### config.mk
export PLATFORM = sky130hd
export DESIGN_NAME = tccw_ctrl
export DESIGN_NICKNAME = d
export VERILOG_FILES = /design/src/rtl/core/tccw_pkg.sv /design/src/rtl/core/tccw_ctrl.sv
export SDC_FILE = /design/constraint.sdc
export NUM_CORES = 1
export LEC_CHECK = 0
export ABC_CLOCK_PERIOD_IN_PS = 1800
export BUFFER_PORTS_ARGS = -buffer_cell sky130_fd_sc_hd__buf_2
export CORE_MARGIN = 5
export CORE_UTILIZATION = 44
export DETAILED_ROUTE_END_ITERATION = 10
export PLACE_DENSITY = 0.79
export SLEW_MARGIN = 25
export SYNTH_ARGS = -nofsm -noshare
export SYNTH_HDL_FRONTEND = slang
export SYNTH_SLANG_ARGS = --single-unit
export TNS_END_PERCENT = 100
### constraint.sdc
create_clock -name clk -period 1.8 [get_ports clk]
set_input_delay 0 -clock clk [delete_from_list [all_inputs] [get_ports clk]]
set_output_delay 0 -clock clk [all_outputs]
set_load 0.02 [all_outputs]
### src/rtl/core/tccw_pkg.sv
`timescale 1ns / 1ps

package tccw_pkg;

  // screen geometry
  localparam int COLUMNS   = 80;
  localparam int ROWS      = 25;
  localparam int TAB_WIDTH = 4;

  localparam int CELLS  = ROWS * COLUMNS;
  localparam int ADDR_W = $clog2(CELLS);
  localparam int CNT_W  = $clog2(CELLS + 1);
  localparam int COL_W  = $clog2(COLUMNS);
  localparam int ROW_W  = $clog2(ROWS);
  localparam int PH_W   = $clog2(TAB_WIDTH);
  localparam int CELL_W = 16;

  // configuration port
  localparam int CFG_AW = 3;
  localparam logic [CFG_AW-3:0] REG_TEXT_ATTR = '0;
  localparam logic [7:0] ATTR_RESET = 8'd7;

  // operation codes
  localparam logic [1:0] OP_PUT   = 2'd0;
  localparam logic [1:0] OP_CLEAR = 2'd1;
  localparam logic [1:0] OP_READ  = 2'd2;

  // control bytes
  localparam logic [7:0] CH_BELL  = 8'd7;
  localparam logic [7:0] CH_BS    = 8'd8;
  localparam logic [7:0] CH_TAB   = 8'd9;
  localparam logic [7:0] CH_LF    = 8'd10;
  localparam logic [7:0] CH_CR    = 8'd13;
  localparam logic [7:0] CH_SPACE = 8'd32;

  // controller to datapath
  typedef struct packed {
    logic load_item;
    logic wr_char;
    logic wr_blank;
    logic backspace;
    logic col_home;
    logic new_line;
    logic set_bell;
    logic home;
    logic read_cell;
    logic sweep_clr;
    logic sweep_bot;
    logic fill_step;
    logic fill_rst;
    logic copy_step;
    logic emit;
  } cmd_t;

  // datapath to controller
  typedef struct packed {
    logic [1:0] op;
    logic [7:0] ch;
    logic       at_bottom;
    logic       wrap;
    logic       tab_stop_after;
    logic       tab_stop_now;
    logic       fill_last;
    logic       copy_last;
    logic       out_free;
  } status_t;

endpackage

### src/rtl/core/tccw_ctrl.sv
`timescale 1ns / 1ps

module tccw_ctrl (
  input  logic                  clk,
  input  logic                  rst_n,
  input  logic                  in_tvalid,
  output logic                  in_tready,
  input  tccw_pkg::status_t     st,
  output tccw_pkg::cmd_t        cmd
);
  import tccw_pkg::*;

  localparam logic [2:0] S_INIT  = 3'd0;
  localparam logic [2:0] S_IDLE  = 3'd1;
  localparam logic [2:0] S_EXEC  = 3'd2;
  localparam logic [2:0] S_TAB   = 3'd3;
  localparam logic [2:0] S_SCP   = 3'd4;
  localparam logic [2:0] S_SBL   = 3'd5;
  localparam logic [2:0] S_CLEAR = 3'd6;
  localparam logic [2:0] S_DONE  = 3'd7;

  logic [2:0] state_r, state_nxt;
  logic       tab_pend_r, tab_pend_nxt;

  assign in_tready = (state_r == S_IDLE);

  always_comb begin
    state_nxt    = state_r;
    tab_pend_nxt = tab_pend_r;
    cmd          = '0;
    case (state_r)
      // power-up blanking pass
      S_INIT: begin
        cmd.fill_step = 1'b1;
        cmd.fill_rst  = 1'b1;
        if (st.fill_last) begin
          state_nxt = S_IDLE;
        end
      end
      S_IDLE: begin
        if (in_tvalid) begin
          cmd.load_item = 1'b1;
          state_nxt     = S_EXEC;
        end
      end
      // decode the operation
      S_EXEC: begin
        state_nxt = S_DONE;
        case (st.op)
          OP_PUT: begin
            case (st.ch)
              CH_BELL: cmd.set_bell  = 1'b1;
              CH_BS:   cmd.backspace = 1'b1;
              CH_CR:   cmd.col_home  = 1'b1;
              CH_TAB:  state_nxt     = S_TAB;
              CH_LF: begin
                cmd.new_line = 1'b1;
                if (st.at_bottom) begin
                  cmd.sweep_clr = 1'b1;
                  state_nxt     = S_SCP;
                end
              end
              default: begin
                cmd.wr_char = 1'b1;
                if (st.wrap && st.at_bottom) begin
                  cmd.sweep_clr = 1'b1;
                  state_nxt     = S_SCP;
                end
              end
            endcase
          end
          OP_CLEAR: begin
            cmd.home      = 1'b1;
            cmd.sweep_clr = 1'b1;
            state_nxt     = S_CLEAR;
          end
          OP_READ: cmd.read_cell = 1'b1;
          default: state_nxt = S_DONE;
        endcase
      end
      // one blank per cycle up to the next tab stop, paused while a scroll runs
      S_TAB: begin
        cmd.wr_blank = 1'b1;
        if (st.wrap && st.at_bottom) begin
          cmd.sweep_clr = 1'b1;
          tab_pend_nxt  = 1'b1;
          state_nxt     = S_SCP;
        end else if (st.tab_stop_after) begin
          state_nxt = S_DONE;
        end
      end
      // move every row up by one
      S_SCP: begin
        cmd.copy_step = 1'b1;
        if (st.copy_last) begin
          cmd.sweep_bot = 1'b1;
          state_nxt     = S_SBL;
        end
      end
      // blank the bottom row
      S_SBL: begin
        cmd.fill_step = 1'b1;
        if (st.fill_last) begin
          tab_pend_nxt = 1'b0;
          if (tab_pend_r && !st.tab_stop_now) begin
            state_nxt = S_TAB;
          end else begin
            state_nxt = S_DONE;
          end
        end
      end
      S_CLEAR: begin
        cmd.fill_step = 1'b1;
        if (st.fill_last) begin
          state_nxt = S_DONE;
        end
      end
      S_DONE: begin
        if (st.out_free) begin
          cmd.emit  = 1'b1;
          state_nxt = S_IDLE;
        end
      end
      default: state_nxt = S_IDLE;
    endcase
  end

  always_ff @(posedge clk) begin
    if (!rst_n) begin
      state_r    <= S_INIT;
      tab_pend_r <= 1'b0;
    end else begin
      state_r    <= state_nxt;
      tab_pend_r <= tab_pend_nxt;
    end
  end

endmodule

; Yosys cells after proc, flatten, opt, wreduce, memory -nomap -nowiden
; Cells that the tools add are included.
[word_totals]
wordCells = 79
in_bits = 20
register_bits = 4
[op_classes]
eq_ne = 22
reduce_logical = 12
mux = 43
[op_table]
columns = cell, count
row1 = == test 8 x 4 -> 1 bit (second input constant), 4
row2 = two-way mux 3 bit, 9
row3 = case mux 3 bit (8 select lines), 1
row4 = two-way mux 1 bit, 23
row5 = inequality test 2 bit (second input constant), 7
row6 = == test 3 bit (second input constant), 4
row7 = case mux 3 bit (3 select lines), 1
row8 = == test 8 x 3 -> 1 bit (second input constant), 1
row9 = case mux 1 bit (2 select lines), 4
row10 = AND reduction 7 bit, 1
row11 = == test 3 x 2 -> 1 bit (second input constant), 2
row12 = two-way mux 6 bit, 1
row13 = case mux 3 bit (2 select lines), 1
row14 = OR reduction 3 bit, 2
row15 = OR reduction 5 bit, 1
row16 = two-way mux 2 bit, 2
row17 = two-way mux 4 bit, 1
row18 = OR reduction 4 bit, 1
row19 = == test 3 x 1 -> 1 bit (second input constant), 1
row20 = logical NOT 3 bit, 1
row21 = inequality test 3 bit (second input constant), 1
row22 = AND reduction 3 bit, 1
row23 = == test 2 x 1 -> 1 bit (second input constant), 1
row24 = == test 2 bit (second input constant), 1
row25 = other kinds (4), 5

; Longest topological paths before layout
[logic_depth]
ltp_word = 5
depth_mapped = 6
depth_no_buf = 5

; Worst setup path after synthesis
; Ideal clock, no wire load.
[synth_timing]
kind = register -> output
from = register state_r[0]
to = output port cmd[14] (netlist name)
required_ns = 1.800
stages_incl_launch_ff = 5
path_slack_ns = 0.129
arrival_ns = 1.671
path_buffers = 2
cell_sequence = dfxtp_1 -> buf_2 -> buf_1 -> nor3b_1 -> and2_1
[synth_rtl]
columns = element, line_no
row1 = "start, declared", tccw_ctrl.sv:22  ; logic [2:0] state_r, state_nxt;
row2 = "start signal, assigned", tccw_ctrl.sv:133  ; state_r <= state_nxt;
row3 = "end, declared", tccw_ctrl.sv:9  ; output tccw_pkg::cmd_t cmd

==> impl_metrics.py <==
metrics = {
    "outcome": {
        "outcome": "complete, no violations",
    },
    "detailed_routing": {
        "route.vias.total": 818,
        "firstDrtPassIters": 7,
        "drt_wl_total_mm": 1.89,
        "ant_nets": 0,
        "post_drt_via_cell_ratio": 5.68,
        "routedWlPerCell_um": 13.1,
        "drt_iter0_drc": 18,
        "drc": 0,
    },
    "cts": {
        "cts-root-buf": "clkbuf_4",
        "postCtsSetupBuffers": 0,
        "clock_path_buffers": 2,
        "cts_hold_buf": 0,
        "clk_pin_slew_ns": 0.03,
        "clk_latency_ns": 0.24,
        "numCtsBuffers": 3,
        "cts_sinks": 4,
        "htreeDepth": 1,
        "cts_tree": "yes",
    },
    "grt": {
        "grt_pass1_vias": 730,
        "antenna_found_initial": 0,
        "overflow": 0,
        "grt_util_all_layers_pct": 15.5,
        "grt_pass1_wl_mm": 2.99,
        "grt_max_degree": 20,
    },
    "timing": {
        "max_freq_mhz": 598,
        "clock_skew_ns": 0.00820,
        "period_share_pct": 92.9,
        "setup_viol": 0,
        "finalHoldViolations": 0,
        "slew_viol_final": 0,
        "relSlewSlack_pct": 74.7,
        "rsz0062_at_grt": "false",
        "tightest_slew_ns": 0.376,
        "setup_tns_ns": 0,
        "fin_hold_ws_ns": 0.0449,
        "fin_crit_ns": 1.67,
    },
    "worst_setup_path": {
        "crit_type": "register to output pin",
        "cp_cell_sequence": "buf_4 > nand2b_1 > nor2_1 > nand3_1 > nor3_1 > buf_2",
        "cp.arrival_ns": 1.67,
        "path_buf_inv": 2,
        "crit_path_end_kind": "output pin",
        "cp.required_ns": 1.80,
        "startpoint_type": "register",
        "critPathMaxStageDelay_ns": 0.39,
        "critical_path.top_delay_family": "simple AND/OR/NAND/NOR gates",
        "worst_path_max_delay_cell": "dfxtp_2",
        "cp_max_fo": 17,
    },
    "die": {
        "die_w_um": 49.2,
        "core_sq_um": 1490,
        "ioPinCount": 36,
        "dieArea_sq_um": 2420,
        "die_h_um": 49.2,
        "rows": 14,
        "start_util_pct": 45.4,
    },
    "power": {
        "sw_frac_of_total_pct": 46.0,
        "p_switching_uw": 288,
        "power_density_nw_per_um2": 716,
        "comb_power_share_pct": 56.4,
        "p_seq_share_pct": 25.3,
        "finalPower_uw": 627,
        "internal_power_uw": 339,
        "clkPwrFrac_pct": 18.3,
        "leakage_nw": 0.410,
        "peakVddDrop_mv": 0.377,
    },
    "yosys": {
        "synth_edf_count": 0,
        "yosys_warnings": 0,
        "yosysMostFrequentCell": "nor3_1",
        "ys_ff_latch": 4,
        "synthDistinctLibCells": 45,
        "yosys-top-cells-count": "nor3_1, inv_1",
        "ys_top_cells_by_area": "dfxtp_1, nor3_1, clkbuf_8",
        "synth_cells": 93,
        "syn_area_sq_um": 676,
        "syn_nets": 113,
        "dominantRegCellSynth": "dfxtp_1",
        "yosysTopAreaCell": "dfxtp_1",
        "avgSynthCellArea_sq_um": 7.27,
        "yosysTopAreaCellShare_pct": 11.9,
        "synth_seq_area_share_pct": 11.9,
        "synthArstFlopShare_pct": 0,
    },
    "place": {
        "place_area_sq_um": 848,
        "gp_congestion": 0.805,
        "placed_cells": 141,
        "place_hpwl_mm": 1.51,
        "port_buffers": 35,
    },
    "layout": {
        "num-fill-cells": 144,
        "area_growth_pct": 29.6,
        "nNetsFinal": 150,
        "final_cell_area_sq_um": 876,
        "antenna_cells": 0,
        "fin_cells": 144,
        "drive_above_1_share_pct": 43.0,
    },
    "worst_hold_path": {
        "hold_path.class": "input pin to register",
    },
    "flow_run": {
        "maxCapViolCount": 0,
    },
}
cell type report:
type                       count  area (sq um)  share of cell area, %
clock buffer                   3          22.5                   2.57
inverter                       7          26.3                   3.00
multi-input combinational     76           524                   59.9
sequential                     4          85.1                   9.71
tap                           16          20.0                   2.29
timing repair buffer          38           198                   22.6
layout by cell type, fill, tap and decap left out, drive strengths merged, types with 2 or more instances in the layout:
cell,instances
inv,7
nor4,3
nand3,5
nand2,5
or4b,2
clkbuf,3
a21oi,5
o21ai,7
buf,38
nor3b,2
nor2b,2
a21o,2
nor2,5
nor3,12
and2,3
dfxtp,4
nand2b,2
per-stage QoR:
step           utilization, %  setup WS (ns)
5_1_grt                  58.8         0.0113
2_1_floorplan               -          0.129
4_1_cts                  58.6        0.00634
3_3_place_gp             57.0          0.104
3_5_place_dp             57.0         0.0476
6_report                 58.8          0.128
registers in the layout, summed over array words and instances (netlist names):
signal	count
state_r	3
tab_pend_r	1
routing by layer:
metal / track usage (%) / vias up / share of wire (%)
met2: 25.8 / 25 / 51
met4: 8.52 / 0 / 1.2
met5: 0 / - / 0
met1: 17.3 / 367 / 43
li1: - / 422 / -
met3: 4.59 / 4 / 5.0
kinds of logic after synthesis:
group	count (synthesis)	synth area share (%)
muxes	1	1.48
adders and majority gates	1	1.48
and+or+nand+nor	49	46.1
buffers and inverters	13	10.6
DFF	4	11.9
AOI/OAI and AO/OA	24	27.2
xor gates and xnor gates	1	1.30
power by group through the flow:
stage	clock network, mW	registers (mW)	logic, mW
floorplan	0	0.107	0.300
global placement	0	0.152	0.346
detailed placement	0	0.156	0.354
CTS	0.122	0.156	0.356
global route	0.128	0.166	0.391
finish	0.114	0.159	0.354
worst paths after layout:
kind	startpoint	end	slack [ns]	cells after the start
max	state_r[0]	cmd[9]	0.13	6
min	rst_n	state_r[2]	0.04	2
max reg2reg	state_r[2]	state_r[2]	0.16	4
min reg2reg	tab_pend_r	tab_pend_r	0.54	2
repair_timing:
action                                  4_1_cts  5_1_grt
gates resized for setup                       1        2
cloned                                        0        0
endpoints found under the setup margin        2        8
Note: power is estimated with default switching activity, not from simulation.
