--- src/rtl/core/tccw_pkg.sv ---
`timescale 1ns / 1ps

package tccw_pkg;

  // screen geometry
  localparam int COLUMNS   = 80;
  localparam int ROWS      = 25;
  localparam int TAB_WIDTH = 4;

  localparam int CELLS  = ROWS * COLUMNS;
  localparam int ADDR_W = $clog2(CELLS);
  localparam int CNT_W  = $clog2(CELLS + 1);
  localparam int COL_W  = $clog2(COLUMNS);
  localparam int ROW_W  = $clog2(ROWS);
  localparam int PH_W   = $clog2(TAB_WIDTH);
  localparam int CELL_W = 16;

  // configuration port
  localparam int CFG_AW = 3;
  localparam logic [CFG_AW-3:0] REG_TEXT_ATTR = '0;
  localparam logic [7:0] ATTR_RESET = 8'd7;

  // operation codes
  localparam logic [1:0] OP_PUT   = 2'd0;
  localparam logic [1:0] OP_CLEAR = 2'd1;
  localparam logic [1:0] OP_READ  = 2'd2;

  // control bytes
  localparam logic [7:0] CH_BELL  = 8'd7;
  localparam logic [7:0] CH_BS    = 8'd8;
  localparam logic [7:0] CH_TAB   = 8'd9;
  localparam logic [7:0] CH_LF    = 8'd10;
  localparam logic [7:0] CH_CR    = 8'd13;
  localparam logic [7:0] CH_SPACE = 8'd32;

  // controller to datapath
  typedef struct packed {
    logic load_item;
    logic wr_char;
    logic wr_blank;
    logic backspace;
    logic col_home;
    logic new_line;
    logic set_bell;
    logic home;
    logic read_cell;
    logic sweep_clr;
    logic sweep_bot;
    logic fill_step;
    logic fill_rst;
    logic copy_step;
    logic emit;
  } cmd_t;

  // datapath to controller
  typedef struct packed {
    logic [1:0] op;
    logic [7:0] ch;
    logic       at_bottom;
    logic       wrap;
    logic       tab_stop_after;
    logic       tab_stop_now;
    logic       fill_last;
    logic       copy_last;
    logic       out_free;
  } status_t;

endpackage

--- src/rtl/core/tccw_regs.sv ---
`timescale 1ns / 1ps

module tccw_regs (
  input  logic                        clk,
  input  logic                        rst_n,
  input  logic                        cfg_psel,
  input  logic                        cfg_penable,
  input  logic                        cfg_pwrite,
  input  logic [tccw_pkg::CFG_AW-1:0] cfg_paddr,
  input  logic [31:0]                 cfg_pwdata,
  output logic [31:0]                 cfg_prdata,
  output logic                        cfg_pready,
  output logic [7:0]                  text_attr
);
  import tccw_pkg::*;

  logic [7:0] attr_r;
  logic [7:0] attr_nxt;
  logic       hit;

  assign cfg_pready = 1'b1;
  assign hit        = (cfg_paddr[CFG_AW-1:2] == REG_TEXT_ATTR);

  // register write on the access phase
  always_comb begin
    attr_nxt = attr_r;
    if (cfg_psel && cfg_penable && cfg_pwrite && cfg_pready && hit) begin
      attr_nxt = cfg_pwdata[7:0];
    end
  end

  always_ff @(posedge clk) begin
    if (!rst_n) begin
      attr_r <= ATTR_RESET;
    end else begin
      attr_r <= attr_nxt;
    end
  end

  // read back
  assign cfg_prdata = hit ? {24'd0, attr_r} : 32'd0;
  assign text_attr  = attr_r;

endmodule

--- config.mk ---
export PLATFORM = sky130hd
export DESIGN_NAME = tccw_regs
export DESIGN_NICKNAME = d
export VERILOG_FILES = /design/src/rtl/core/tccw_pkg.sv /design/src/rtl/core/tccw_regs.sv
export SDC_FILE = /design/constraint.sdc
export NUM_CORES = 1
export LEC_CHECK = 0
export BUFFER_PORTS_ARGS = -buffer_cell sky130_fd_sc_hd__buf_2
export CAP_MARGIN = 20
export CORE_MARGIN = 3
export CORE_UTILIZATION = 30
export DETAILED_ROUTE_END_ITERATION = 16
export PLACE_DENSITY = 0.78
export RECOVER_POWER = 25
export SYNTH_ARGS = -nofsm -noshare
export SYNTH_HDL_FRONTEND = slang
export SYNTH_SLANG_ARGS = --single-unit
--- constraint.sdc ---
create_clock -name clk -period 1.1 [get_ports clk]
set_input_delay 0.22 -clock clk [delete_from_list [all_inputs] [get_ports clk]]
set_output_delay 0.22 -clock clk [all_outputs]
set_load 0.005 [all_outputs]
Word level (Yosys, flattened, before mapping)
Index checks and enable logic that the tools add are counted.
{ "op_classes": {"mux": 1, "bitwise_logic": 1, "reduce_logical": 3} }
{ "ops": {"columns": ["op", "count"], "rows": [
  ["$mux W8", 1],
  ["$logic_and A1 B1 Y1", 3],
  ["$not A1 Y1", 1]
]} }
{ "totals": {"reg_bits": 8, "input_bits": 40, "output_inout_bits": 41} }

Depth between registers and ports, before layout
Gate-level depths: netlist (run 1).
{ "depth": {"ltp_word": 3, "mapped_depth": 3, "mapped_depth_nobuf": 2} }

Worst setup path after synthesis (run 1)
Ideal clock, no wire load.
{ "synth_path": {"path_type": "input -> register", "start": "input port cfg_paddr[2] in the netlist's numbering", "end": "register attr_r[0], in the netlist text_attr[0]", "cell_stages": 3, "slack_ns": 0.271, "t_arrival_ns": 0.758, "setup_time_ns": 0.072, "cell_sequence": "and4b_1 -> buf_6 -> mux2i_1"} }
{ "synth_between": {"elab_chain_len": 2} }
{ "synth_rtl": {"columns": ["element", "line", "source"], "rows": [
  ["start, declared", "tccw_regs.sv:9", "input logic [tccw_pkg::CFG_AW-1:0] cfg_paddr,"],
  ["$not A1 Y1", "tccw_regs.sv:22", "assign hit = (cfg_paddr[CFG_AW-1:2] == REG_TEXT_ATTR);"],
  ["$logic_and A1 B1 Y1", "tccw_regs.sv:27", "if (cfg_psel && cfg_penable && cfg_pwrite && cfg_pready && hit) begin"],
  ["end signal, assigned", "tccw_regs.sv:36", "attr_r <= attr_nxt;"],
  ["end, declared", "tccw_regs.sv:17", "logic [7:0] attr_r;"]
]} }
No other way between the ends.
A chain may end at the register's enable or synchronous reset.

Worst setup path after layout (run 1)
{ "layout_path": {"start": "register attr_r[7], in the netlist text_attr[7]", "end": "output port cfg_prdata[7]"} }
{ "layout_between": {"elab_chain_len": 1} }
{ "layout_rtl": {"columns": ["element", "line", "source"], "rows": [
  ["$mux W8", "tccw_regs.sv:41", "assign cfg_prdata = hit ? {24'd0, attr_r} : 32'd0;"],
  ["end, declared", "tccw_regs.sv:11", "output logic [31:0] cfg_prdata,"]
]} }
No other way between the ends.

==> results of run 1 <==
-- cell families after synthesis --
family                 Yosys count  synth area share, %
AND/OR/NAND/NOR                 25                 25.6
flip-flops                       8                 26.4
other                            2                 1.24
buffers and inverters           27                 33.5
multiplexers                     8                 13.2
-- Yosys cell counts, drive strengths merged --
cell type,count
and2b,8
nor2b,6
conb,2
buf,26
dfxtp,8
clkbuf,1
nand2,10
and4b,1
mux2i,8
-- layer usage --
| metal | track usage [%] | vias to the layer above |
|---|---|---|
| li1 | - | 243 |
| met4 | 4.04 | 0 |
| met3 | 3.79 | 0 |
| met1 | 8.66 | 214 |
| met5 | 0 | - |
| met2 | 17.4 | 33 |
-- what timing repair did --
action                     CTS  global route
hold buffers                 0             0
setup buffers                4             1
pin swaps                    0             0
gates resized for setup      9             2
setup endpoints to repair    8             8
-- layout make-up --
| cell class | count | area (um^2) | area share, % |
|---|---|---|---|
| Multi-Input combinational cell | 58 | 329 | 42.4 |
| Clock buffer | 3 | 22.5 | 2.90 |
| Tap cell | 25 | 31.3 | 4.03 |
| Timing Repair Buffer | 38 | 223 | 28.7 |
| Sequential cell | 8 | 170 | 21.9 |
-- final timing paths --
path / from / to / slack [ps] / depth (start not counted)
setup / recovery: text_attr[7] / cfg_prdata[7] / 8 / 2
hold / removal: cfg_pwdata[5] / text_attr[5] / 210 / 3
setup reg to reg: text_attr[0] / text_attr[0] / 370 / 3
hold reg to reg: text_attr[6] / text_attr[6] / 460 / 2
-- power groups by stage --
stage,Sequential [W],Clock (W),Combinational [W]
after global routing,0.000301,0.000267,0.000138
after floorplan,0.000307,0,0.000122
after detailed placement,0.000307,0,0.000110
after CTS,0.000301,0.000250,0.000117
after global placement,0.000306,0,0.000109
final,0.000301,0.000232,0.000122
-- metrics by stage --
stage	total power [W]	utilization, %
CTS	0.000667	42.0
floorplan	0.000429	-
detailed placement	0.000417	38.2
global placement	0.000415	38.2
finish	0.000655	42.6
global route	0.000707	42.6
-- worst max-delay path, cell delays in order (launching register included) --
cell,delay [ps]
sky130_fd_sc_hd__dfxtp_2,320
sky130_fd_sc_hd__and2b_2,190
sky130_fd_sc_hd__buf_6,110
==> results.md, run 1 <==
| Metric | Value |
| --- | --- |
| Weighted congestion reported at the end of routability-driven placement | 0.645 |
| Register bit total from synthesis | 8 |
| Synth cell types | 10 |
| Post-Synthesis Cell Area | 606 um^2 |
| Effective utilization at floorplan | 33.3% |
| CTS Buf Count | 3 |
| Largest register FFs | 8 |
| Internal power contribution | 0.000485 W |
| Class of the tightest hold or removal check | input pin to flip-flop |
| Number of antenna cells inserted | 0 |
| Count of nets left with antenna violations after detail routing | 0 |
| DR WL met3 | 142 um |
| Portion of the post-synthesis area used by sequential elements | 26.4% |
| Clock period minus final worst setup slack | 1090 ps |
| WL final | 1250 um |
| Slew Limit Fails | 0 |
| WL met2 | 677 um |
| F_max | 915 MHz |
| Hold Vio Cnt, Final | 0 |
| Clock skew | 0 ps |
| Insertion delay of the later-clocked pin in the worst-skew pair | 250 ps |
| IR Drop Worst-Case VDD | 0.353 mV |
| Number of DRC markers after the initial detailed-route iteration | 2 |
| Horizontal die dimension | 50.9 um |
| Part of the total power dissipated in sequential elements | 45.9% |
| Largest net degree at the start of global routing | 17 |
| Non-filler instance count after layout | 132 |
| Final worst setup slack | 7.51 ps |
| Cell type with the highest aggregate area in the netlist | sky130_fd_sc_hd__buf_4 |
| Setup repair after global routing missed its margin | yes |
| Top cell type's share of synthesized area | 31.0% |
| Number of max-capacitance violations reported | 0 |
| Global-route wire length before repair | 1790 um |
| Detailed-placement wirelength estimate | 1010 um |
| Deepest clock path buffer count | 2 |
| Worst Hold Margin | 207 ps |
| Post-Place Cells | 124 |
| Port Buf Inserts | 29 |
| Portion of total power attributed to the clock network | 35.5% |
| Fraction of layout instances using a drive strength above 1 | 50.5% |
| All-Layer GR Usage | 9.27% |
| Total negative slack for setup checks | 0 ps |
| Cell count after synthesis | 70 |
| Final worst path period share | 99.3% |
| Vertical die dimension | 50.9 um |
| Count of endpoints failing setup in the final report | 0 |
| Via count | 490 |
| Residual overflow from global routing | 0 |
| Synth-to-layout area growth | 28.1% |
| Main area contributors after synthesis | sky130_fd_sc_hd__buf_4 (31%), sky130_fd_sc_hd__dfxtp_1 (26%), sky130_fd_sc_hd__mux2i_1 (13%) |
| Total non-filler cell area in the finished layout | 776 um^2 |
| Total leakage power | 0.413 nW |
| Highest routed metal layer | met3 |
| H-tree Lvls | 1 |
| Fraction of power spent switching nets | 25.9% |
| Total number of nets in the final design | 149 |
| Power density over cell area | 844 mW/mm^2 |
| Endpoint arrival time on the critical path | 870 ps |
| TritonCTS clock tree | yes |
| Logic gate share of total power | 18.6% |
| Post-DP Area | 696 um^2 |
| Drt pass-1 iters | 2 |
| Power dissipated by switching net loads | 0.000170 W |
| Core Region | 0.00182 mm^2 |
| CP Data Required Time | 880 ps |
| Antenna violations before repair | 0 |
| Worst-path clk slew | 60 ps |
| Maximum fanout count along the critical path | 3 |
| CP Class | flip-flop to primary output |
| Clock root buffer | sky130_fd_sc_hd__clkbuf_4 |
| Vias in the first global route | 437 |
| Average vias per placed instance | 3.71 |
| Count of clock tree sinks | 8 |
| Avg Inst Size Synth | 8.65 um^2 |
| Status | complete, no violations |
| Routed length on met1 | 431 um |
| Floorplan die area | 0.00259 mm^2 |
| Cell row count | 15 |
| # fillers | 197 |
| Total DRC errors in the routed layout | 0 |
| I/O pin count | 81 |
| Drt wl/cell | 9.48 um |
| Yosys warns | 0 |
| Startpoint Class | flip-flop |
| Pre-CTS WS | 76.3 ps |
| CP endpoint kind | primary output |
| Commonest cells after routing, fill and taps aside | sky130_fd_sc_hd__conb_1 (25), sky130_fd_sc_hd__buf_2 (25), sky130_fd_sc_hd__nand2_1 (10) |
Note: power is estimated with default switching activity, not from simulation.
==> inputs of run 2 (changes only) <==
- ABC_AREA: default -> 1
- CORE_UTILIZATION: 30 -> 31
==> results.md, run 2 <==
| Metric | Value | Delta |
| --- | --- | --- |
| Total number of nets in the final design | 165 | +11% |
| Portion of the post-synthesis area used by sequential elements | 24.8% | -1.7 points |
| Commonest cells after routing, fill and taps aside | sky130_fd_sc_hd__buf_2 (29), sky130_fd_sc_hd__conb_1 (25), sky130_fd_sc_hd__inv_1 (14) |  |
| Avg Inst Size Synth | 6.81 um^2 | -21% |
| Core Region | 0.00184 mm^2 | +1.0% |
| CP Class | flip-flop to primary output |  |
| CP Data Required Time | 880 ps | about the same |
| All-Layer GR Usage | 9.17% | -0.10 points |
| Fraction of layout instances using a drive strength above 1 | 41.5% | -9.0 points |
| Parity-gate share of the synthesized area counting xor and xnor cells | 0% | unchanged |
| CTS hold repair buffers | 0 | unchanged |
| Synth cell types | 15 | +5 |
| WL final | 1220 um | -2.7% |
| Vias in the first global route | 427 | -2.3% |
| Number of antenna cells inserted | 0 | unchanged |
| Total power | 0.000676 W | +3.3% |
| Most common flop cell mapped by yosys | sky130_fd_sc_hd__dfxtp_1 |  |
| Maximum fanout count along the critical path | 3 | unchanged |
| # fillers | 208 | +5.6% |
| Most used standard cells in the synthesized netlist | sky130_fd_sc_hd__buf_4 (25), sky130_fd_sc_hd__inv_1 (15), sky130_fd_sc_hd__nor2_1 (13), sky130_fd_sc_hd__nand2_1 (12) |  |
| Number of flops mapped to enable cells by yosys | 0 | unchanged |
| Adder-cell share of the synthesized area | 0% | unchanged |
| FFs w/ async S/R, synth | 0% | unchanged |
| I/O pin count | 81 | unchanged |
| Slew Limit Fails | 0 | unchanged |
| Detailed-placement wirelength estimate | 1030 um | +1.9% |
| Clock period minus final worst setup slack | 1050 ps | -45.7 ps |
| IR Drop Worst-Case VDD | 0.517 mV | +46% |
| Number of max-capacitance violations reported | 0 | unchanged |
| Port Buf Inserts | 29 | unchanged |
| Setup repair after global routing missed its margin | yes |  |
| Count of endpoints failing setup in the final report | 0 | unchanged |
| Combinational family with the most area after synthesis | buffers and inverters |  |
| Top-count cell post-synth | sky130_fd_sc_hd__buf_4 |  |
| Area occupied by multi-input gates | 308 um^2 | -6.5% |
| Average vias per placed instance | 3.70 | -0.25% |
| Drt pass-1 iters | 2 | unchanged |
| Cell count after synthesis | 95 | +36% |
| Pre-CTS WS | 145 ps | +68.7 ps |
| Status | complete, no violations |  |
| Final worst path period share | 95.2% | -4.2 points |
| Startpoint Class | flip-flop |  |
| Final worst setup slack | 53.2 ps | +45.7 ps |
| Insertion delay of the later-clocked pin in the worst-skew pair | 250 ps | about the same |
| Register bit total from synthesis | 8 | unchanged |
| Total negative slack for setup checks | 0 ps | unchanged |
| Post-Synthesis Cell Area | 647 um^2 | +6.8% |
| Drt wl/cell | 8.22 um | -13% |
| Commonest non-fill, non-tap cell in the layout | sky130_fd_sc_hd__buf_2 |  |
| Effective utilization at floorplan | 35.2% | +1.9 points |
| H-tree Lvls | 1 | unchanged |
| Vertical die dimension | 51.7 um | +1.5% |
| F_max | 955 MHz | +4.4% |
| Horizontal die dimension | 51.7 um | +1.5% |
| Clock skew | 0 ps | unchanged |
| Power density over cell area | 916 mW/mm^2 | +8.5% |
| Antenna violations before repair | 0 | unchanged |
| Basic-gate share of the synthesized area counting and, or, nand and nor cells | 33.1% | +7.5 points |
| Floorplan die area | 0.00267 mm^2 | +3.0% |
| CTS Buf Count | 3 | unchanged |
| Worst-path cell with the longest stage delay | sky130_fd_sc_hd__dfxtp_2 |  |
| Largest net degree at the start of global routing | 11 | -6 |
| Number of DRC markers after the initial detailed-route iteration | 6 | +4 |
| Yosys warns | 0 | unchanged |
| Cell type with the highest aggregate area in the netlist | sky130_fd_sc_hd__buf_4 |  |
| Weighted congestion reported at the end of routability-driven placement | 0.707 | +9.5% |
| Main area contributors after synthesis | sky130_fd_sc_hd__buf_4 (29%), sky130_fd_sc_hd__dfxtp_1 (25%), sky130_fd_sc_hd__inv_1 (8.7%) |  |
| Global-route wire length before repair | 1750 um | -2.7% |
| Clock root buffer | sky130_fd_sc_hd__clkbuf_4 |  |
| Synth Area in Compound Gates | 0% | unchanged |
| Register area | 170 um^2 | unchanged |
| Total leakage power | 0.473 nW | +15% |
| Largest register FFs | 8 | unchanged |
| TritonCTS clock tree | yes |  |
| Critical Path Max Stage Delay | 340 ps | +20 ps |
| Top cell type's share of synthesized area | 29.0% | -2.0 points |
| Synth-to-layout area growth | 14.1% |  |
| Deepest clock path buffer count | 2 | unchanged |
| Post-CTS repair timing setup buffer count | 0 | -4 |
| Hold Vio Cnt, Final | 0 | unchanged |
| CP endpoint kind | primary output |  |
| Class of the tightest hold or removal check | input pin to flip-flop |  |
| Residual overflow from global routing | 0 | unchanged |
| Cells along the critical path | inv_2, nor2_1, buf_2 |  |
| Proportion of synthesized area in mux cells | 0% | -13 points |
| Cell row count | 15 | unchanged |
| Total DRC errors in the routed layout | 0 | unchanged |
| Endpoint arrival time on the critical path | 830 ps | -40 ps |
| Worst Hold Margin | 180 ps | -26.8 ps |
| Count of clock tree sinks | 8 | unchanged |
| Worst-path clk slew | 60 ps | about the same |
| Via count | 548 | +12% |
| Count of nets left with antenna violations after detail routing | 0 | unchanged |
==> run 2: changes by cell type in the layout (fill, tap and decap cells not counted), moves of 5 or more <==
cell / delta
sky130_fd_sc_hd__and2b_2: -8
sky130_fd_sc_hd__buf_4: -7
sky130_fd_sc_hd__inv_1: +14
sky130_fd_sc_hd__mux2i_1: -8
sky130_fd_sc_hd__nand3_1: +8
sky130_fd_sc_hd__nor2_1: +13
sky130_fd_sc_hd__nor2_2: +5
sky130_fd_sc_hd__nor2b_1: -6
==> run 2: stage by stage <==
stage | instance area (um^2) | utilization (%) | cells
final | 738 | 40.1 | 148
after global routing | 738 | 40.1 | 148
after CTS | 728 | 39.6 | 148
after detailed placement | 706 | 38.4 | 145
after global placement | 706 | 38.4 | 145
after floorplan | 733 | - | 118
==> run 2: cells by family (layout without fill, tap and decap cells) <==
kind of cell / after synthesis / in the layout
DFF: 8 / 8
and+or+nand+nor: 42 / 42
buffers and inverters: 43 / 48
other: 2 / 25
==> run 2: final cells by class <==
| class | count | area share (%) |
|---|---|---|
| timing repair buffer | 29 | 19.7 |
| multi-input combinational | 67 | 41.7 |
| tap | 25 | 4.24 |
| inverter | 16 | 8.31 |
| sequential | 8 | 23.1 |
| clock buffer | 3 | 3.05 |
==> run 2: path summary, 6_finish.rpt <==
check	start	end	slack [ps]	cells after the start
worst max register to register	text_attr[6]	text_attr[6]	530	2
worst min-delay path	cfg_pwdata[2]	text_attr[2]	180	3
worst max-delay path	text_attr[6]	cfg_prdata[6]	50	3
worst min register to register	text_attr[0]	text_attr[0]	460	2
==> run 2: metal layers <==
metal / vias to the layer above / GRT usage [%] / routed length (um)
li1: 280 / - / -
met1: 230 / 9.71 / 449
met2: 38 / 15.0 / 576
met3: 0 / 5.73 / 191
met4: 0 / 2.62 / 0
met5: - / 0 / 0
==> run 2: worst max-delay path: cells and delay by family, from the launching register on <==
family / cells / cell delay (ps)
flip-flops: 1 / 340
buffers and inverters: 2 / 150
AND/OR/NAND/NOR: 1 / 80
==> run 2: what timing repair did <==
| item | 4_1_cts | 5_1_grt |
|---|---|---|
| endpoints found under the hold margin | 0 | 0 |
| endpoints found under the setup margin | 0 | 8 |
| resized for setup | 0 | 9 |
==> run 2: power breakdown <==
group          switching (W)  total, W  internal, W
clock network       0.000105  0.000231     0.000125
logic              0.0000830  0.000136    0.0000525
registers         0.00000789  0.000310     0.000302
==> inputs of run 3 (changes only) <==
- PLACE_DENSITY: 0.78 -> default
- PLACE_DENSITY_LB_ADDON: default -> 0.2
- TNS_END_PERCENT: default -> 30
==> results.md, run 3 (same netlist as run 2, synthesis figures left out) <==
| Metric | Value | Delta |
| --- | --- | --- |
| Insertion delay of the later-clocked pin in the worst-skew pair | 250 ps | about the same |
| Register area | 169 um^2 | -0.74% |
| Hold Vio Cnt, Final | 0 | unchanged |
| Largest net degree at the start of global routing | 11 | unchanged |
| Worst-path clk slew | 50 ps | about the same |
| Number of antenna cells inserted | 0 | unchanged |
| Commonest cells after routing, fill and taps aside | sky130_fd_sc_hd__buf_2 (29), sky130_fd_sc_hd__conb_1 (25), sky130_fd_sc_hd__inv_1 (14) |  |
| Drt pass-1 iters | 4 | +2 |
| Count of nets left with antenna violations after detail routing | 0 | unchanged |
| Global-route wire length before repair | 1820 um | +4.4% |
| TritonCTS clock tree | yes |  |
| Average vias per placed instance | 3.66 | -1.2% |
| Slew Limit Fails | 0 | unchanged |
| Number of DRC markers after the initial detailed-route iteration | 13 | +7 |
| Clock root buffer | sky130_fd_sc_hd__clkbuf_4 |  |
| Effective utilization at floorplan | 35.2% | unchanged |
| H-tree Lvls | 1 | unchanged |
| Detailed-placement wirelength estimate | 954 um | -7.2% |
| Count of clock tree sinks | 8 | unchanged |
| Total negative slack for setup checks | 0 ps | unchanged |
| F_max | 959 MHz | +0.35% |
| Startpoint Class | flip-flop |  |
| Total DRC errors in the routed layout | 0 | unchanged |
| CTS Buf Count | 3 | unchanged |
| Setup repair after global routing missed its margin | yes |  |
| Antenna violations before repair | 0 | unchanged |
| Vertical die dimension | 51.7 um | unchanged |
| Number of max-capacitance violations reported | 0 | unchanged |
| Status | complete, no violations |  |
| Via count | 545 | -0.55% |
| Fraction of layout instances using a drive strength above 1 | 40.3% | -1.1 points |
| Port Buf Inserts | 29 | unchanged |
| Area occupied by multi-input gates | 287 um^2 | -6.9% |
| IR Drop Worst-Case VDD | 0.433 mV | -16% |
| Endpoint arrival time on the critical path | 820 ps | about the same |
| Clock skew | 0 ps | unchanged |
| CP Data Required Time | 880 ps | about the same |
| Total leakage power | 0.453 nW | -4.3% |
| Horizontal die dimension | 51.7 um | unchanged |
| Count of endpoints failing setup in the final report | 0 | unchanged |
| Drt wl/cell | 8.06 um | -2.0% |
| Total power | 0.000666 W | -1.5% |
| # fillers | 228 | +9.6% |
| I/O pin count | 81 | unchanged |
| WL final | 1200 um | -1.3% |
| Power density over cell area | 921 mW/mm^2 | +0.54% |
| CP Class | flip-flop to primary output |  |
| Cell row count | 15 | unchanged |
| CP endpoint kind | primary output |  |
| Residual overflow from global routing | 0 | unchanged |
| Final worst path period share | 94.8% | -0.33 points |
| Synth-to-layout area growth | 11.8% |  |
| Weighted congestion reported at the end of routability-driven placement | 0.723 | +2.3% |
| Maximum fanout count along the critical path | 3 | unchanged |
| Core Region | 0.00184 mm^2 | unchanged |
| Class of the tightest hold or removal check | input pin to flip-flop |  |
| Commonest non-fill, non-tap cell in the layout | sky130_fd_sc_hd__buf_2 |  |
| Total number of nets in the final design | 166 | +0.61% |
| All-Layer GR Usage | 9.07% | -0.098 points |
| Final worst setup slack | 56.9 ps | +3.67 ps |
| Clock period minus final worst setup slack | 1040 ps | -3.67 ps |
| Pre-CTS WS | 121 ps | -23.9 ps |
| Floorplan die area | 0.00267 mm^2 | unchanged |
| Vias in the first global route | 430 | +0.70% |
| Largest register FFs | 8 | unchanged |
| Deepest clock path buffer count | 2 | unchanged |
[run 3: per-stage QoR]
step	utilization [%]	area, um^2	hold slack [ps]	std cells
finish	39.3	723	178	149
global placement	38.4	706	438	145
global route	39.3	723	170	149
floorplan	-	733	346	118
CTS	39.6	728	170	148
detailed placement	38.4	706	440	145
[run 3: timing repair]
item / 4_1_cts / 5_1_grt
endpoints found under the setup margin: 0 / 7
resized for setup: 0 / 8
setup buffers: 0 / 1
hold buffers: 0 / 0
[run 3: metal layers]
metal | vias up | wire length [um] | track usage (%)
met5 | - | 0 | 0
met4 | 0 | 24 | 5.24
met3 | 3 | 133 | 2.58
met2 | 34 | 551 | 13.6
met1 | 224 | 491 | 11.5
li1 | 284 | - | -
[run 3: cell type report]
cell class	count	share of cell area, %
Tap cell	25	4.33
Clock buffer	3	3.11
Sequential cell	8	23.4
Multi-Input combinational cell	67	39.6
Inverter	16	8.48
Timing Repair Buffer	30	21.1
[run 3: final timing paths]
path                               startpoint             to  slack (ps)  depth (start not counted)
worst max register to register   text_attr[0]   text_attr[0]         440                          3
worst max-delay path             text_attr[1]  cfg_prdata[1]          60                          3
worst min-delay path            cfg_pwdata[1]   text_attr[1]         180                          3
worst min register to register   text_attr[2]   text_attr[2]         470                          2
[run 3: where the power goes]
group / total [W] / leakage [nW] / internal (W) / switching [W]
registers: 0.000310 / 0.0666 / 0.000302 / 0.00000824
clock network: 0.000226 / 0.0138 / 0.000125 / 0.000101
logic: 0.000129 / 0.373 / 0.0000516 / 0.0000778
total: 0.000666 / 0.453 / 0.000479 / 0.000187
[run 3: worst max-delay path, stage by stage, from the launching register on]
cell,delay [ps]
sky130_fd_sc_hd__dfxtp_1,340
sky130_fd_sc_hd__inv_1,40
sky130_fd_sc_hd__nor2_1,70
sky130_fd_sc_hd__buf_2,110
